<file path="src/hw/rtl/kcl_pkg.sv">
// Shared types and constants for the keypad code lock controller.
`default_nettype none

package kcl_pkg;

   localparam logic [3:0] KEY_STAR  = 4'd10;
   localparam logic [3:0] KEY_POUND = 4'd11;

   localparam logic CMD_PRESS   = 1'b0;
   localparam logic CMD_RELEASE = 1'b1;

   typedef enum logic [1:0] {
      MODE_NORMAL = 2'd0,
      MODE_VERIFY = 2'd1,
      MODE_SET    = 2'd2
   } kcl_mode_type;

   typedef struct packed {
      logic       command;
      logic [3:0] key;
   } kcl_req_type;

   typedef struct packed {
      logic       accepted;
      logic       unlock;
      logic       code_stored;
      logic [1:0] mode_now;
      logic [1:0] digits_entered;
   } kcl_rsp_type;

   typedef struct packed {
      logic         code_valid;
      kcl_mode_type lock_mode;
      logic         key_held;
   } kcl_ctl_type;

endpackage

`default_nettype wire

</file>
<file path="src/hw/rtl/kcl_eval.sv">
// Next-state and result logic for one key event of the code lock.
`default_nettype none

module kcl_eval
   import kcl_pkg::*;
#(
   parameter int CODE_LENGTH = 4,
   parameter int CW          = (CODE_LENGTH > 1) ? $clog2(CODE_LENGTH) : 1
) (
   input  kcl_req_type req_word,
   input  kcl_ctl_type ctl,
   input  logic [CW-1:0] count,
   input  logic [3:0] entry [CODE_LENGTH],
   input  logic [3:0] stored [CODE_LENGTH],
   output kcl_ctl_type ctl_next,
   output logic [CW-1:0] count_next,
   output logic [3:0] entry_next [CODE_LENGTH],
   output logic store_en,
   output kcl_rsp_type rsp_word
);

   localparam int DW = (CW > 2) ? CW : 2;

   logic is_star;
   logic is_match;
   logic unlock;
   logic accepted;
   logic [DW-1:0] count_ext;

   always_comb begin
      is_star  = 1'b1;
      is_match = 1'b1;
      accepted = 1'b0;
      unlock   = 1'b0;
      store_en = 1'b0;
      ctl_next   = ctl;
      count_next = count;
      entry_next = entry;
      if (req_word.command == CMD_RELEASE) begin
         ctl_next.key_held = 1'b0;
      end else if (!ctl.key_held) begin
         ctl_next.key_held = 1'b1;
         accepted = 1'b1;
         if (req_word.key == KEY_POUND) begin
            for (int i = 0; i < CODE_LENGTH; i++) begin
               entry_next[i] = 4'd0;
            end
            count_next = '0;
         end else begin
            for (int i = 0; i < CODE_LENGTH; i++) begin
               if (CW'(i) == count) begin
                  entry_next[i] = req_word.key;
               end
            end
            for (int i = 0; i < CODE_LENGTH; i++) begin
               if (entry_next[i] != KEY_STAR) begin
                  is_star = 1'b0;
               end
               if (entry_next[i] != stored[i]) begin
                  is_match = 1'b0;
               end
            end
            if (count != CW'(CODE_LENGTH - 1)) begin
               count_next = count + CW'(1);
            end else begin
               count_next = '0;
               case (ctl.lock_mode)
                  MODE_NORMAL: begin
                     if (!ctl.code_valid) begin
                        store_en = 1'b1;
                        ctl_next.code_valid = 1'b1;
                     end
                     if (is_star) begin
                        ctl_next.lock_mode = MODE_VERIFY;
                     end else if (is_match || !ctl.code_valid) begin
                        unlock = 1'b1;
                     end
                  end
                  MODE_VERIFY: begin
                     ctl_next.lock_mode = is_match ? MODE_SET : MODE_NORMAL;
                  end
                  MODE_SET: begin
                     if (!is_star) begin
                        store_en = 1'b1;
                        ctl_next.code_valid = 1'b1;
                        ctl_next.lock_mode  = MODE_NORMAL;
                     end
                  end
                  default: begin
                  end
               endcase
            end
         end
      end
   end

   assign count_ext = DW'(count_next);

   assign rsp_word.accepted       = accepted;
   assign rsp_word.unlock         = unlock;
   assign rsp_word.code_stored    = store_en;
   assign rsp_word.mode_now       = ctl_next.lock_mode;
   assign rsp_word.digits_entered = count_ext[1:0];

endmodule

`default_nettype wire

</file>
<file path="src/hw/rtl/keypad_code_lock_controller.sv">
// The lock state updates in a single pass between the input and result registers.
// Throughput: one key event word per cycle unless the result side stalls.
// Stalls on the result side back up through the input register to req_stall.
// Reset clears the lock state, the entry buffer and both pipeline valid flags;
// the stored code is undefined until the first code is written.
`default_nettype none

module keypad_code_lock_controller
   import kcl_pkg::*;
#(
   parameter int CODE_LENGTH = 4
) (
   input  logic        clock,
   input  logic        reset,
   input  logic        req_valid,
   output logic        req_stall,
   input  kcl_req_type req_word,
   output logic        rsp_valid,
   input  logic        rsp_stall,
   output kcl_rsp_type rsp_word
);

   localparam int CW = (CODE_LENGTH > 1) ? $clog2(CODE_LENGTH) : 1;

   logic          in_valid_ff, in_valid_in;
   kcl_req_type   in_word_ff;
   logic          rsp_valid_ff, rsp_valid_in;
   kcl_rsp_type   rsp_word_ff, rsp_word_in;
   kcl_ctl_type   ctl_ff, ctl_in;
   logic [CW-1:0] count_ff, count_in;
   logic [3:0]    entry_ff [CODE_LENGTH];
   logic [3:0]    entry_in [CODE_LENGTH];
   logic [3:0]    stored_ff [CODE_LENGTH];
   logic          store_en;
   logic          advance;
   logic          req_take;
   logic          step;

   assign advance   = !rsp_valid_ff || !rsp_stall;
   assign req_stall = in_valid_ff && !advance;
   assign req_take  = req_valid && !req_stall;
   assign step      = in_valid_ff && advance;

   assign in_valid_in  = req_take ? 1'b1 : (advance ? 1'b0 : in_valid_ff);
   assign rsp_valid_in = advance ? in_valid_ff : rsp_valid_ff;

   kcl_eval #(
      .CODE_LENGTH(CODE_LENGTH),
      .CW(CW)
   ) u_eval (
      .req_word(in_word_ff),
      .ctl(ctl_ff),
      .count(count_ff),
      .entry(entry_ff),
      .stored(stored_ff),
      .ctl_next(ctl_in),
      .count_next(count_in),
      .entry_next(entry_in),
      .store_en(store_en),
      .rsp_word(rsp_word_in)
   );

   always_ff @(posedge clock) begin
      if (reset) begin
         in_valid_ff  <= 1'b0;
         rsp_valid_ff <= 1'b0;
         ctl_ff       <= '{code_valid: 1'b0, lock_mode: MODE_NORMAL, key_held: 1'b0};
         count_ff     <= '0;
         for (int i = 0; i < CODE_LENGTH; i++) begin
            entry_ff[i] <= 4'd0;
         end
      end else begin
         in_valid_ff  <= in_valid_in;
         rsp_valid_ff <= rsp_valid_in;
         if (step) begin
            ctl_ff   <= ctl_in;
            count_ff <= count_in;
            entry_ff <= entry_in;
         end
      end
   end

   always_ff @(posedge clock) begin
      if (req_take) begin
         in_word_ff <= req_word;
      end
      if (step) begin
         rsp_word_ff <= rsp_word_in;
      end
      if (step && store_en) begin
         stored_ff <= entry_in;
      end
   end

   assign rsp_valid = rsp_valid_ff;
   assign rsp_word  = rsp_word_ff;

endmodule

`default_nettype wire

</file>
<file path="config.mk">
export PLATFORM = sky130hd
export DESIGN_NAME = keypad_code_lock_controller
export DESIGN_NICKNAME = d
export VERILOG_FILES = /design/src/hw/rtl/kcl_pkg.sv /design/src/hw/rtl/kcl_eval.sv /design/src/hw/rtl/keypad_code_lock_controller.sv
export SDC_FILE = /design/constraint.sdc
export NUM_CORES = 1
export LEC_CHECK = 0
export BUFFER_PORTS_ARGS = -buffer_cell sky130_fd_sc_hd__buf_2
export CAP_MARGIN = 25
export CELL_PAD_IN_SITES_DETAIL_PLACEMENT = 0
export CELL_PAD_IN_SITES_GLOBAL_PLACEMENT = 1
export CORE_AREA = 4 4 82 84
export DETAILED_ROUTE_END_ITERATION = 8
export DIE_AREA = 0 0 86 88
export GPL_ROUTABILITY_DRIVEN = 1
export GPL_TIMING_DRIVEN = 0
export PLACE_DENSITY_LB_ADDON = 0.1
export SYNTH_ARGS = -nofsm -noshare
export SYNTH_HDL_FRONTEND = slang
export SYNTH_SLANG_ARGS = --single-unit
</file>
<file path="constraint.sdc">
create_clock -name clock -period 4.45 [get_ports clock]
set_input_delay 0.445 -clock clock [delete_from_list [all_inputs] [get_ports clock]]
set_output_delay 0.445 -clock clock [all_outputs]
set_load 0.02 [all_outputs]
</file>
; Word level (Yosys, flattened, before mapping)
; Index checks and enable logic that the tools add are counted.
[totals]
wordCells = 118
output_inout_bits = 9
inputBits = 9
regBits = 52
[classes]
n_bitwise = 5
n_eq_ne = 16
muxes = 58
reduce_logical = 17
n_addsub = 1
[ops]
columns = op, n
row1 = 4-bit 2-to-1 mux, 16
row2 = 16-bit 2-to-1 mux, 3
row3 = 1-bit 2-to-1 mux, 25
row4 = 2-bit 2-to-1 mux, 9
row5 = 4-bit != test, 4
row6 = "4-bit != test, second input constant", 4
row7 = 7-bit AND reduction, 1
row8 = 3-bit 2-to-1 mux, 2
row9 = 2-bit case mux with 3 select lines, 1
row10 = 6-bit OR reduction, 1
row11 = 1-bit logical NOT, 5
row12 = 1-bit inverter, 5
row13 = "2-bit == test, first input constant", 2
row14 = "4-bit == test, second input constant", 1
row15 = 1-bit logical AND, 4
row16 = 2-bit logical NOT, 2
row17 = "2-bit != test, second input constant", 2
row18 = 1-bit case mux with 2 select lines, 2
row19 = 2-bit nonzero test, 2
row20 = "2-bit by 1-bit adder with 2-bit output, second input constant", 1
row21 = "1-bit by 2-bit == test with 1-bit output, first input constant", 1
row22 = "2-bit by 1-bit == test with 1-bit output, second input constant", 1
row23 = "2-bit == test, second input constant", 1
row24 = 1-bit logical OR, 2

; Depth between registers and ports, before layout
; Gate-level depths: netlist of the first run.
[depth]
ltp_word = 20
depth_mapped = 9
mapped_depth_nobuf = 8

; Cells and area by module
; A second synthesis of the first run with hierarchy kept.
[unflattened]
cells_unflattened = 263
area_unflattened_um2 = 3010.4
[modules_own_cells]
columns = mod, instances, cells_per_inst, seq_area_each_um2, area_each_um2
row1 = keypad_code_lock_controller, 1, 135, 1321.3, 1935.6
row2 = kcl_eval, 1, 128, 0.0, 1074.8

; Worst setup path after synthesis of the first run
; No wires, ideal clock.
[synth_timing]
path_type = reg-to-reg
start = register count_ff[0]
end = register stored_ff[0] (netlist name) (enable)
slack_ps = 842
t_arrival_ps = 3178
synth_period_minus_slack_ps = 3608
t_required_ps = 4020
n_path_buf = 1
setup_time_ps = 430
path_stages_with_launch = 10
path_cell_list = dfxtp_1 > inv_1 > ha_1 > buf_4 > mux2i_1 > and4bb_1 > nand4_2 > nor3_4 > mux2_2 > nor4_1
[synth_via]
elab_chain_len = 20
word_cells_on_any_way = 39
cone_classes = eq/ne (8) / mux (29) / reduce/logical (2)
[synth_rtl]
columns = item, line
row1 = from (decl), keypad_code_lock_controller.sv:30  ; logic [CW-1:0] count_ff, count_in;
row2 = from (signal assigned), keypad_code_lock_controller.sv:77  ; count_ff <= count_in;
row3 = 2-bit logical NOT, kcl_eval.sv:51  ; if (CW'(i) == count) begin
row4 = 4-bit 2-to-1 mux, kcl_eval.sv:51
row5 = 4-bit 2-to-1 mux, kcl_eval.sv:44  ; if (req_word.key == KEY_POUND) begin
row6 = 4-bit 2-to-1 mux, kcl_eval.sv:41  ; end else if (!ctl.key_held) begin
row7 = 4-bit 2-to-1 mux, kcl_eval.sv:39  ; if (req_word.command == CMD_RELEASE) begin
row8 = 4-bit != test, kcl_eval.sv:56  ; if (entry_next[i] != KEY_STAR) begin
row9 = 1-bit 2-to-1 mux (4 in series), kcl_eval.sv:56
row10 = 1-bit 2-to-1 mux, kcl_eval.sv:44
row11 = 1-bit 2-to-1 mux, kcl_eval.sv:41
row12 = 1-bit 2-to-1 mux, kcl_eval.sv:39
row13 = 1-bit 2-to-1 mux, kcl_eval.sv:83  ; if (!is_star) begin
row14 = 1-bit case mux with 2 select lines, kcl_eval.sv:67  ; case (ctl.lock_mode)
row15 = 1-bit 2-to-1 mux (*), kcl_eval.sv:63  ; if (count != CW'(CODE_LENGTH - 1)) begin
row16 = 1-bit 2-to-1 mux (*), kcl_eval.sv:44
row17 = 1-bit 2-to-1 mux (*), kcl_eval.sv:41
row18 = 1-bit 2-to-1 mux (*), kcl_eval.sv:39
row19 = 1-bit logical AND (*), keypad_code_lock_controller.sv:90  ; if (step && store_en) begin
row20 = to (signal assigned), keypad_code_lock_controller.sv:91  ; stored_ff <= entry_in;
row21 = to (decl), keypad_code_lock_controller.sv:33  ; logic [3:0] stored_ff [CODE_LENGTH];
; Every way passes the cells marked *; elsewhere a longest branch is shown, timed or not. The select of a mux whose other input is x is not followed.
; A chain may end at the register's enable or synchronous reset.

; Final worst setup path of the first run
[layout_timing]
start = register count_ff[0]
end = register stored_ff[4] (netlist name) (enable)
; The elaborated chain is that of the path after synthesis.

==> metrics.log, run 1 <==
INFO  metric hold_path.startpoint = req_word[2]
INFO  metric power_frac_comb = 9.3%
INFO  metric route.detailed.vias_per_inst = around 5.3
INFO  metric io-pin-count = 18
INFO  metric cts_max_level = 2
INFO  metric cts.path.max_buffers = 2
INFO  metric final_setup_fails = 0
INFO  metric cellLeakagePower = 0.001011 µW
INFO  metric die-area = 7568 µm²
INFO  metric synth.distinct_cells = 48
INFO  metric sequentialPowerShare = between 50 and 60%
INFO  metric crit_path_frequent_cell = sky130_fd_sc_hd__buf_4
INFO  metric detailedRoute.firstPassIterationCount = 4
INFO  metric total_via_count_in_the_routed_design = 1885
INFO  metric ys.flop_type = sky130_fd_sc_hd__edfxtp_1
INFO  metric clk-insertion-delay-late = just over 300 ps
INFO  metric area_added_between_synthesis_and_finish = 12.02%
INFO  metric path_clk_slew = 90 ps
INFO  metric critical_path.top_delay_family = simple AND/OR/NAND/NOR gates
INFO  metric tritoncts = yes
INFO  metric grt_setup_unrepaired = no
INFO  metric worst_slew_pin_slew = 935.4 ps
INFO  metric holdCritPathClass = in2reg
INFO  metric totalNegativeSetupSlack = 0 ps
INFO  metric cts.hold.buffers_added = 0
INFO  metric powerDensity = about 320 nW/µm²
INFO  metric p_int = 725.5 µW
INFO  metric maxSlewViolCount = 0
INFO  metric die_w = 86 µm
INFO  metric yosys_warnings = 0
INFO  metric critPathBufInv = 3
INFO  metric cts.root.buffer_cell = sky130_fd_sc_hd__clkbuf_8
INFO  metric ff_latch_area = roughly 1300 µm²
INFO  metric placed_area = 2833 µm²
INFO  metric layout-drive-gt1-share = 16.43%
INFO  metric crit_chain = inv_1 > ha_1 > buf_4 > mux2i_1 > and4bb_1 > nand4_2 > nor3_4 > mux2_2 > nor4_2 > buf_4
INFO  metric start_util = 44.46%
INFO  metric final.period_utilization = 62.99%
INFO  metric gp_congestion = 0.7749
INFO  metric drt.antenna.violating_nets = 0
INFO  metric critical_path_arrival = 2830 ps
INFO  metric worst_clk_skew = approximately 7.4 ps
INFO  metric crit_type = reg2reg
INFO  metric syn-instance-count = 253
INFO  metric drt_drc_violations_left = 0
INFO  metric cap_viol_max_count = 0
INFO  metric dpl.cell_count = between 300 and 400
INFO  metric drtIter0Drc = 117
INFO  metric final_hold_viol_count = 0
INFO  metric hpwlAfterDp = 4213 µm
INFO  metric timing.hold.worst_path_depth = 1
INFO  metric timing.critical_path.fanout_max = 10
INFO  metric clock_power_share = 35.8%
INFO  metric drt_wl_total = 5999 µm
INFO  metric slew_headroom = 37.64%
INFO  metric status = completed
INFO  metric rr_startpoint = count_ff[0]
INFO  metric achievable-frequency = 356.7 MHz
INFO  metric layout.core_utilization = 49.81%
INFO  metric cts_sinks = between 50 and 60
INFO  metric post_cts_buffers = 0
INFO  metric worst-endpoint-required = ~4500 ps
INFO  metric timing.critical_path.slowest_cell_delay = 430 ps
INFO  metric number_of_global_route_vias_before_repair = 1862
INFO  metric worstRegToRegCells = 10
INFO  metric final_cells = ~360
INFO  metric crit_path_top_delay_cell = sky130_fd_sc_hd__nor4_2
INFO  metric antennaDiodeCount = 0
INFO  metric min_to = in_word_ff[2]
INFO  metric crit_end_element = flop
INFO  metric design.core.area = 5921 µm²
INFO  metric post_synth.cell_area_avg = 10.41 µm²
INFO  metric netSwitchingPower = 220.7 µW
INFO  metric finalWorstPathRequiredPeriod = 2803 ps
INFO  metric mappedNetlistNets = 266
INFO  metric ir_worst_vdd = 0.1669 mV
INFO  metric synth-async-reset-ratio = 0%
INFO  metric grt.overflow.total = 0
INFO  metric pin_count_of_the_biggest_net_entering_global_routing = 17
INFO  metric mappedNetlistArea = 2633 µm²
INFO  metric filler_cell_count = 578
INFO  metric cts_buffers = 5
INFO  metric layout.cell_area.non_filler = just under 3000 µm²
INFO  metric worst_r2r_endpoint = stored_ff[4]
INFO  metric final_net_count = 292
INFO  metric switching_share = 23.32%
INFO  metric worst_setup_path_start_kind = flop
INFO  metric count_of_state_elements_after_synthesis = 52
INFO  metric groute.usage.overall = 17.07%
INFO  metric area_of_combinational_cells_with_multiple_inputs = about 1200 µm²
INFO  metric antenna_found_initial = 0
INFO  metric wl_per_cell = 16.90 µm
INFO  metric yosysSeqAreaShare = 50.19%
INFO  metric synth_edf_count = 28
INFO  metric core.rowCount = 28
INFO  metric grt_pass1_wl = 9853 µm
INFO  metric rrSetupSlack = 1650 ps
INFO  metric port-buffer-count = 17
INFO  metric die_y = 88 µm
INFO  metric postCtsResizedCells = 0
worst register-to-register path, delay by kind of cell (launching register included):
family | cells | cell delay, ps
adder cells (fa/ha/maj) | 1 | 240
multiplexers | 2 | 470
buffers and inverters | 3 | 570
flip-flops | 1 | 400
AND/OR/NAND/NOR | 4 | 840
synthesized netlist by cell type, types with 2 or more instances:
cell / number / area (µm²)
sky130_fd_sc_hd__nor2_1: 5 / 18.77
sky130_fd_sc_hd__clkbuf_1: 8 / 30.03
sky130_fd_sc_hd__ha_1: 4 / 50.05
sky130_fd_sc_hd__o21ai_0: 13 / 65.06
sky130_fd_sc_hd__nand3b_1: 2 / 15.01
sky130_fd_sc_hd__nor3_1: 2 / 10.01
sky130_fd_sc_hd__buf_4: 2 / 15.01
sky130_fd_sc_hd__mux2i_1: 13 / 130.1
sky130_fd_sc_hd__nand3_1: 3 / 15.01
sky130_fd_sc_hd__a21oi_1: 21 / 105.1
sky130_fd_sc_hd__mux2i_2: 2 / 27.53
sky130_fd_sc_hd__nor4_1: 7 / 43.79
sky130_fd_sc_hd__edfxtp_1: 28 / 840.8
sky130_fd_sc_hd__o31ai_1: 2 / 15.01
sky130_fd_sc_hd__xnor2_1: 16 / 140.1
sky130_fd_sc_hd__o21a_1: 2 / 15.01
sky130_fd_sc_hd__buf_2: 4 / 20.02
sky130_fd_sc_hd__dfxtp_1: 24 / 480.5
sky130_fd_sc_hd__inv_1: 7 / 26.28
sky130_fd_sc_hd__nand2_1: 49 / 183.9
sky130_fd_sc_hd__a22o_1: 2 / 17.52
sky130_fd_sc_hd__a32o_1: 9 / 90.09
sky130_fd_sc_hd__buf_6: 3 / 33.78
cell usage in the layout, fill, tap and decap left out, types with 4 or more instances in the layout:
cell type and n:
sky130_fd_sc_hd__a32o_1 9, sky130_fd_sc_hd__buf_4 4, sky130_fd_sc_hd__xnor2_1 16, sky130_fd_sc_hd__clkbuf_1 8, sky130_fd_sc_hd__edfxtp_1 28, sky130_fd_sc_hd__clkbuf_8 6
sky130_fd_sc_hd__o21ai_0 13, sky130_fd_sc_hd__mux2i_1 13, sky130_fd_sc_hd__buf_2 21, sky130_fd_sc_hd__nor4_1 6, sky130_fd_sc_hd__inv_1 7, sky130_fd_sc_hd__dfxtp_1 24
sky130_fd_sc_hd__a21oi_1 21, sky130_fd_sc_hd__nand2_1 49, sky130_fd_sc_hd__nor2_1 5, sky130_fd_sc_hd__ha_1 4
logic make-up after synthesis:
| logic type | count (synthesis) | synth area share (%) |
|---|---|---|
| XOR/XNOR | 16 | 5.323 |
| AND/OR/NAND/NOR | 83 | 16.02 |
| adder cells (fa/ha/maj) | 4 | 1.901 |
| AO/OA/AOI/OAI | 55 | 13.59 |
| buffers and inverters | 26 | 5.703 |
| multiplexers | 17 | 7.272 |
| flip-flops | 52 | 50.19 |
registers in the layout, summed over array words and instances, names as in the netlist:
| register | count |
|---|---|
| rsp_valid | 1 |
| rsp_word | 7 |
| in_word_ff | 5 |
| count_ff | 2 |
| ctl_ff | 4 |
| in_valid_ff | 1 |
| entry_ff | 16 |
| stored_ff | 16 |
worst max-delay path by stage:
stage / cells after the start / startpoint / slack [ps] / to
finish: 10 / count_ff[0] / 1650 / stored_ff[4]
detailed placement: 10 / count_ff[0] / 1590 / stored_ff[12]
floorplan: 9 / count_ff[0] / 840 / stored_ff[0]
global route: 10 / count_ff[0] / 1480 / stored_ff[9]
CTS: 10 / count_ff[0] / 1590 / stored_ff[9]
global placement: 9 / count_ff[0] / -480 / stored_ff[10]
power groups by stage:
stage | Clock, µW | Sequential (µW) | Combinational (µW)
after floorplan | 0 | 533 | 57.2
after global placement | 0 | 530 | 89.2
after detailed placement | 0 | 530 | 89.0
after CTS | 348 | 519 | 89.4
after global routing | 369 | 520 | 96.9
final | 339 | 519 | 88.4
stage by stage:
step	total power, µW	setup slack, ps	hold slack, ps
floorplan	590.0	842.0	418.4
global placement	619.2	-484.7	439.7
detailed placement	619.1	1594	441.4
CTS	956.0	1595	297.8
global route	986.7	1479	299.7
finish	946.2	1647	303.9
cell type report:
| class | count | area share, % |
|---|---|---|
| Clock buffer | 6 | 2.800 |
| Sequential cell | 52 | 44.80 |
| Multi-Input combinational cell | 175 | 39.58 |
| Inverter | 8 | 1.061 |
| Timing Repair Buffer | 19 | 3.394 |
| Clock inverter | 2 | 1.146 |
| Buffer | 18 | 4.031 |
| Tap cell | 75 | 3.182 |
per-layer routing:
| layer | GRT usage, % | wire (µm) |
|---|---|---|
| met1 | 23.16 | 2939 |
| met2 | 27.75 | 2809 |
| met3 | 3.198 | 194 |
| met4 | 5.180 | 55 |
| met5 | 0 | 0 |
No activity file was read; power rests on OpenSTA's default activity.
==> run 2: changes to the inputs <==
--- a/config.mk
+++ b/config.mk
@@ -9,9 +9,9 @@
 export CAP_MARGIN = 25
 export CELL_PAD_IN_SITES_DETAIL_PLACEMENT = 0
 export CELL_PAD_IN_SITES_GLOBAL_PLACEMENT = 1
-export CORE_AREA = 4 4 82 84
+export CORE_AREA = 4 4 84 86
 export DETAILED_ROUTE_END_ITERATION = 8
-export DIE_AREA = 0 0 86 88
+export DIE_AREA = 0 0 88 90
 export GPL_ROUTABILITY_DRIVEN = 1
 export GPL_TIMING_DRIVEN = 0
 export PLACE_DENSITY_LB_ADDON = 0.1
==> constraint.sdc (replaced) <==
create_clock -name clock -period 2.39 [get_ports clock]
set_input_delay 0.239 -clock clock [delete_from_list [all_inputs] [get_ports clock]]
set_output_delay 0.239 -clock clock [all_outputs]
set_load 0.02 [all_outputs]
==> metrics.log, run 2 (synthesized netlist as in run 1, its figures left out) <==
INFO  metric status = completed (unchanged)
INFO  metric top_signal_layer_used = met4 (unchanged)
INFO  metric final.period_utilization = 97.37% (was 62.99%)
INFO  metric detailedRoute.firstPassIterationCount = 4 (unchanged)
INFO  metric crit_type = reg2reg (unchanged)
INFO  metric core.rowCount = 29 (was 28)
INFO  metric slew_headroom = 35.51% (was 37.64%)
INFO  metric io-pin-count = 18 (unchanged)
INFO  metric cts_buffers = 5 (unchanged)
INFO  metric die-area = 7920 µm² (was 7568 µm²)
INFO  metric cellLeakagePower = 0.001114 µW (was 0.001011 µW)
INFO  metric most-common-layout-cells = 49 x sky130_fd_sc_hd__nand2_1, 28 x sky130_fd_sc_hd__edfxtp_1, 22 x sky130_fd_sc_hd__dfxtp_1, 21 x sky130_fd_sc_hd__a21oi_1, 20 x sky130_fd_sc_hd__buf_2 (was 49 x sky130_fd_sc_hd__nand2_1, 28 x sky130_fd_sc_hd__edfxtp_1, 24 x sky130_fd_sc_hd__dfxtp_1, 21 x sky130_fd_sc_hd__buf_2, 21 x sky130_fd_sc_hd__a21oi_1)
INFO  metric finalWorstPathRequiredPeriod = 2327 ps (was 2803 ps)
INFO  metric filler_cell_count = 566 (was 578)
INFO  metric critical_path_arrival = 2340 ps (was 2830 ps)
INFO  metric worst_setup_path_start_kind = flop (unchanged)
INFO  metric number_of_global_route_vias_before_repair = 1830 (was 1862)
INFO  metric met3_wirelength = 282 µm (was 194 µm)
INFO  metric mostFrequentLayoutCell = sky130_fd_sc_hd__nand2_1 (unchanged)
INFO  metric placed_area = 2877 µm² (was 2833 µm²)
INFO  metric grt.overflow.total = 0 (unchanged)
INFO  metric cts.hold.buffers_added = 0 (unchanged)
INFO  metric final_net_count = 309 (was 292)
INFO  metric start_util = 41.94% (was 44.46%)
INFO  metric ir_worst_vdd = 0.2976 mV (was 0.1669 mV)
INFO  metric met2_length = 3107 µm (was 2809 µm)
INFO  metric gp_congestion = 0.7976 (was 0.7749)
INFO  metric cts_sinks = 52 (unchanged)
INFO  metric timing.critical_path.fanout_max = 8 (was 10)
INFO  metric wl_per_cell = 17.30 µm (was 16.90 µm)
INFO  metric tritoncts = yes (unchanged)
INFO  metric worst-endpoint-required = 2400 ps (was 4470 ps)
INFO  metric maxSlewViolCount = 0 (unchanged)
INFO  metric finalPower = 1715 µW (was 946.2 µW)
INFO  metric design.core.area = 6277 µm² (was 5921 µm²)
INFO  metric placement.setup.worst_slack = -476.6 ps (was 1594 ps)
INFO  metric path_clk_slew = 100 ps (was 90 ps)
INFO  metric groute.usage.overall = 16.51% (was 17.07%)
INFO  metric layout-drive-gt1-share = 26.26% (was 16.43%)
INFO  metric drt.antenna.violating_nets = 0 (unchanged)
INFO  metric hpwlAfterDp = 4379 µm (was 4213 µm)
INFO  metric die_y = 90 µm (was 88 µm)
INFO  metric antennaDiodeCount = 0 (unchanged)
INFO  metric clk-insertion-delay-late = 310 ps (about the same)
INFO  metric antenna_found_initial = 0 (unchanged)
INFO  metric drt_drc_violations_left = 0 (unchanged)
INFO  metric total_via_count_in_the_routed_design = 1953 (was 1885)
INFO  metric holdCritPathClass = in2reg (unchanged)
INFO  metric totalNegativeSetupSlack = 0 ps (unchanged)
INFO  metric layout.cell_area.non_filler = 3236 µm² (was 2949 µm²)
INFO  metric wirelength_met1 = 3028 µm (was 2939 µm)
INFO  metric pin_count_of_the_biggest_net_entering_global_routing = 17 (unchanged)
INFO  metric worst_clk_skew = 15.16 ps (was 7.373 ps)
INFO  metric die_w = 88 µm (was 86 µm)
INFO  metric final_hold_viol_count = 0 (unchanged)
INFO  metric cts.path.max_buffers = 2 (unchanged)
INFO  metric fin_ws = 62.82 ps (was 1647 ps)
INFO  metric area_added_between_synthesis_and_finish = 22.91% (was 12.02%)
INFO  metric drt_wl_total = 6472 µm (was 5999 µm)
INFO  metric powerDensity = 530.0 nW/µm² (was 320.9 nW/µm²)
INFO  metric worst_slew_pin_slew = 967.3 ps (was 935.4 ps)
INFO  metric crit_end_element = flop (unchanged)
INFO  metric port-buffer-count = 17 (unchanged)
INFO  metric drtIter0Drc = 127 (was 117)
INFO  metric cts.root.buffer_cell = sky130_fd_sc_hd__clkbuf_8 (unchanged)
INFO  metric grt_setup_unrepaired = yes (was no)
INFO  metric grt_pass1_wl = 10030 µm (was 9853 µm)
INFO  metric layout.core_utilization = 51.54% (was 49.81%)
INFO  metric route.detailed.vias_per_inst = 5.222 (was 5.310)
INFO  metric achievable-frequency = 429.7 MHz (was 356.7 MHz)
INFO  metric cap_viol_max_count = 0 (unchanged)
INFO  metric final_setup_fails = 0 (unchanged)
INFO  metric cts_max_level = 2 (unchanged)
[run 2: worst max-delay path, stage by stage, from the launching register on]
cell                       delay (ps)
sky130_fd_sc_hd__dfxtp_4          410
sky130_fd_sc_hd__inv_6             50
sky130_fd_sc_hd__ha_4             170
sky130_fd_sc_hd__buf_8            130
sky130_fd_sc_hd__mux2i_4          180
sky130_fd_sc_hd__and4bb_1         210
sky130_fd_sc_hd__nand4_2          120
sky130_fd_sc_hd__nor3_4            60
sky130_fd_sc_hd__mux2_4           290
sky130_fd_sc_hd__nor4_4           210
sky130_fd_sc_hd__buf_6            200
[run 2: path summary, 6_finish.rpt]
kind | start | slack [ps] | cells after the start | to
worst min register to register | in_word_ff[4] | 470 | 1 | ctl_ff[0]
worst max register to register | count_ff[0] | 60 | 10 | stored_ff[11]
worst max-delay path | count_ff[0] | 60 | 10 | stored_ff[11]
worst min-delay path | req_word[4] | 110 | 1 | in_word_ff[4]
[run 2: per-layer routing]
metal  track usage [%]  vias to the layer above
met1             23.94                      907
met4             3.964                        0
met3             2.742                        5
met5                 0                        -
met2             25.50                       38
li1                  -                     1003
[run 2: area by class of cell]
cell class,instances,area [µm²],share of cell area [%]
Buffer,18,137.6,4.254
Sequential cell,52,1329,41.07
Clock buffer,8,100.1,3.094
Timing Repair Buffer,36,252.7,7.811
Tap cell,77,96.34,2.978
Multi-Input combinational cell,175,1284,39.68
Inverter,8,36.28,1.121
[run 2: metrics by stage]
step                instances  hold WS (ps)
floorplan                 253         311.8
global placement          347         415.8
detailed placement        348         417.8
CTS                       359         98.73
global route              374         94.44
finish                    374         109.0
[run 2: repair_timing]
action,in CTS,in global routing
resized for setup,9,13
pin swaps,2,3
setup endpoints to repair,20,20
setup buffers,3,14
gates cloned,0,1
[run 2: report_power, final]
part / internal (µW) / switching, µW / leakage [µW] / total, µW
sequential: 954 / 13.2 / 0.000457 / 967
clock: 265 / 285 / 0.0000515 / 550
combinational: 80.5 / 117 / 0.000606 / 198
total: 1300 / 415 / 0.00111 / 1710
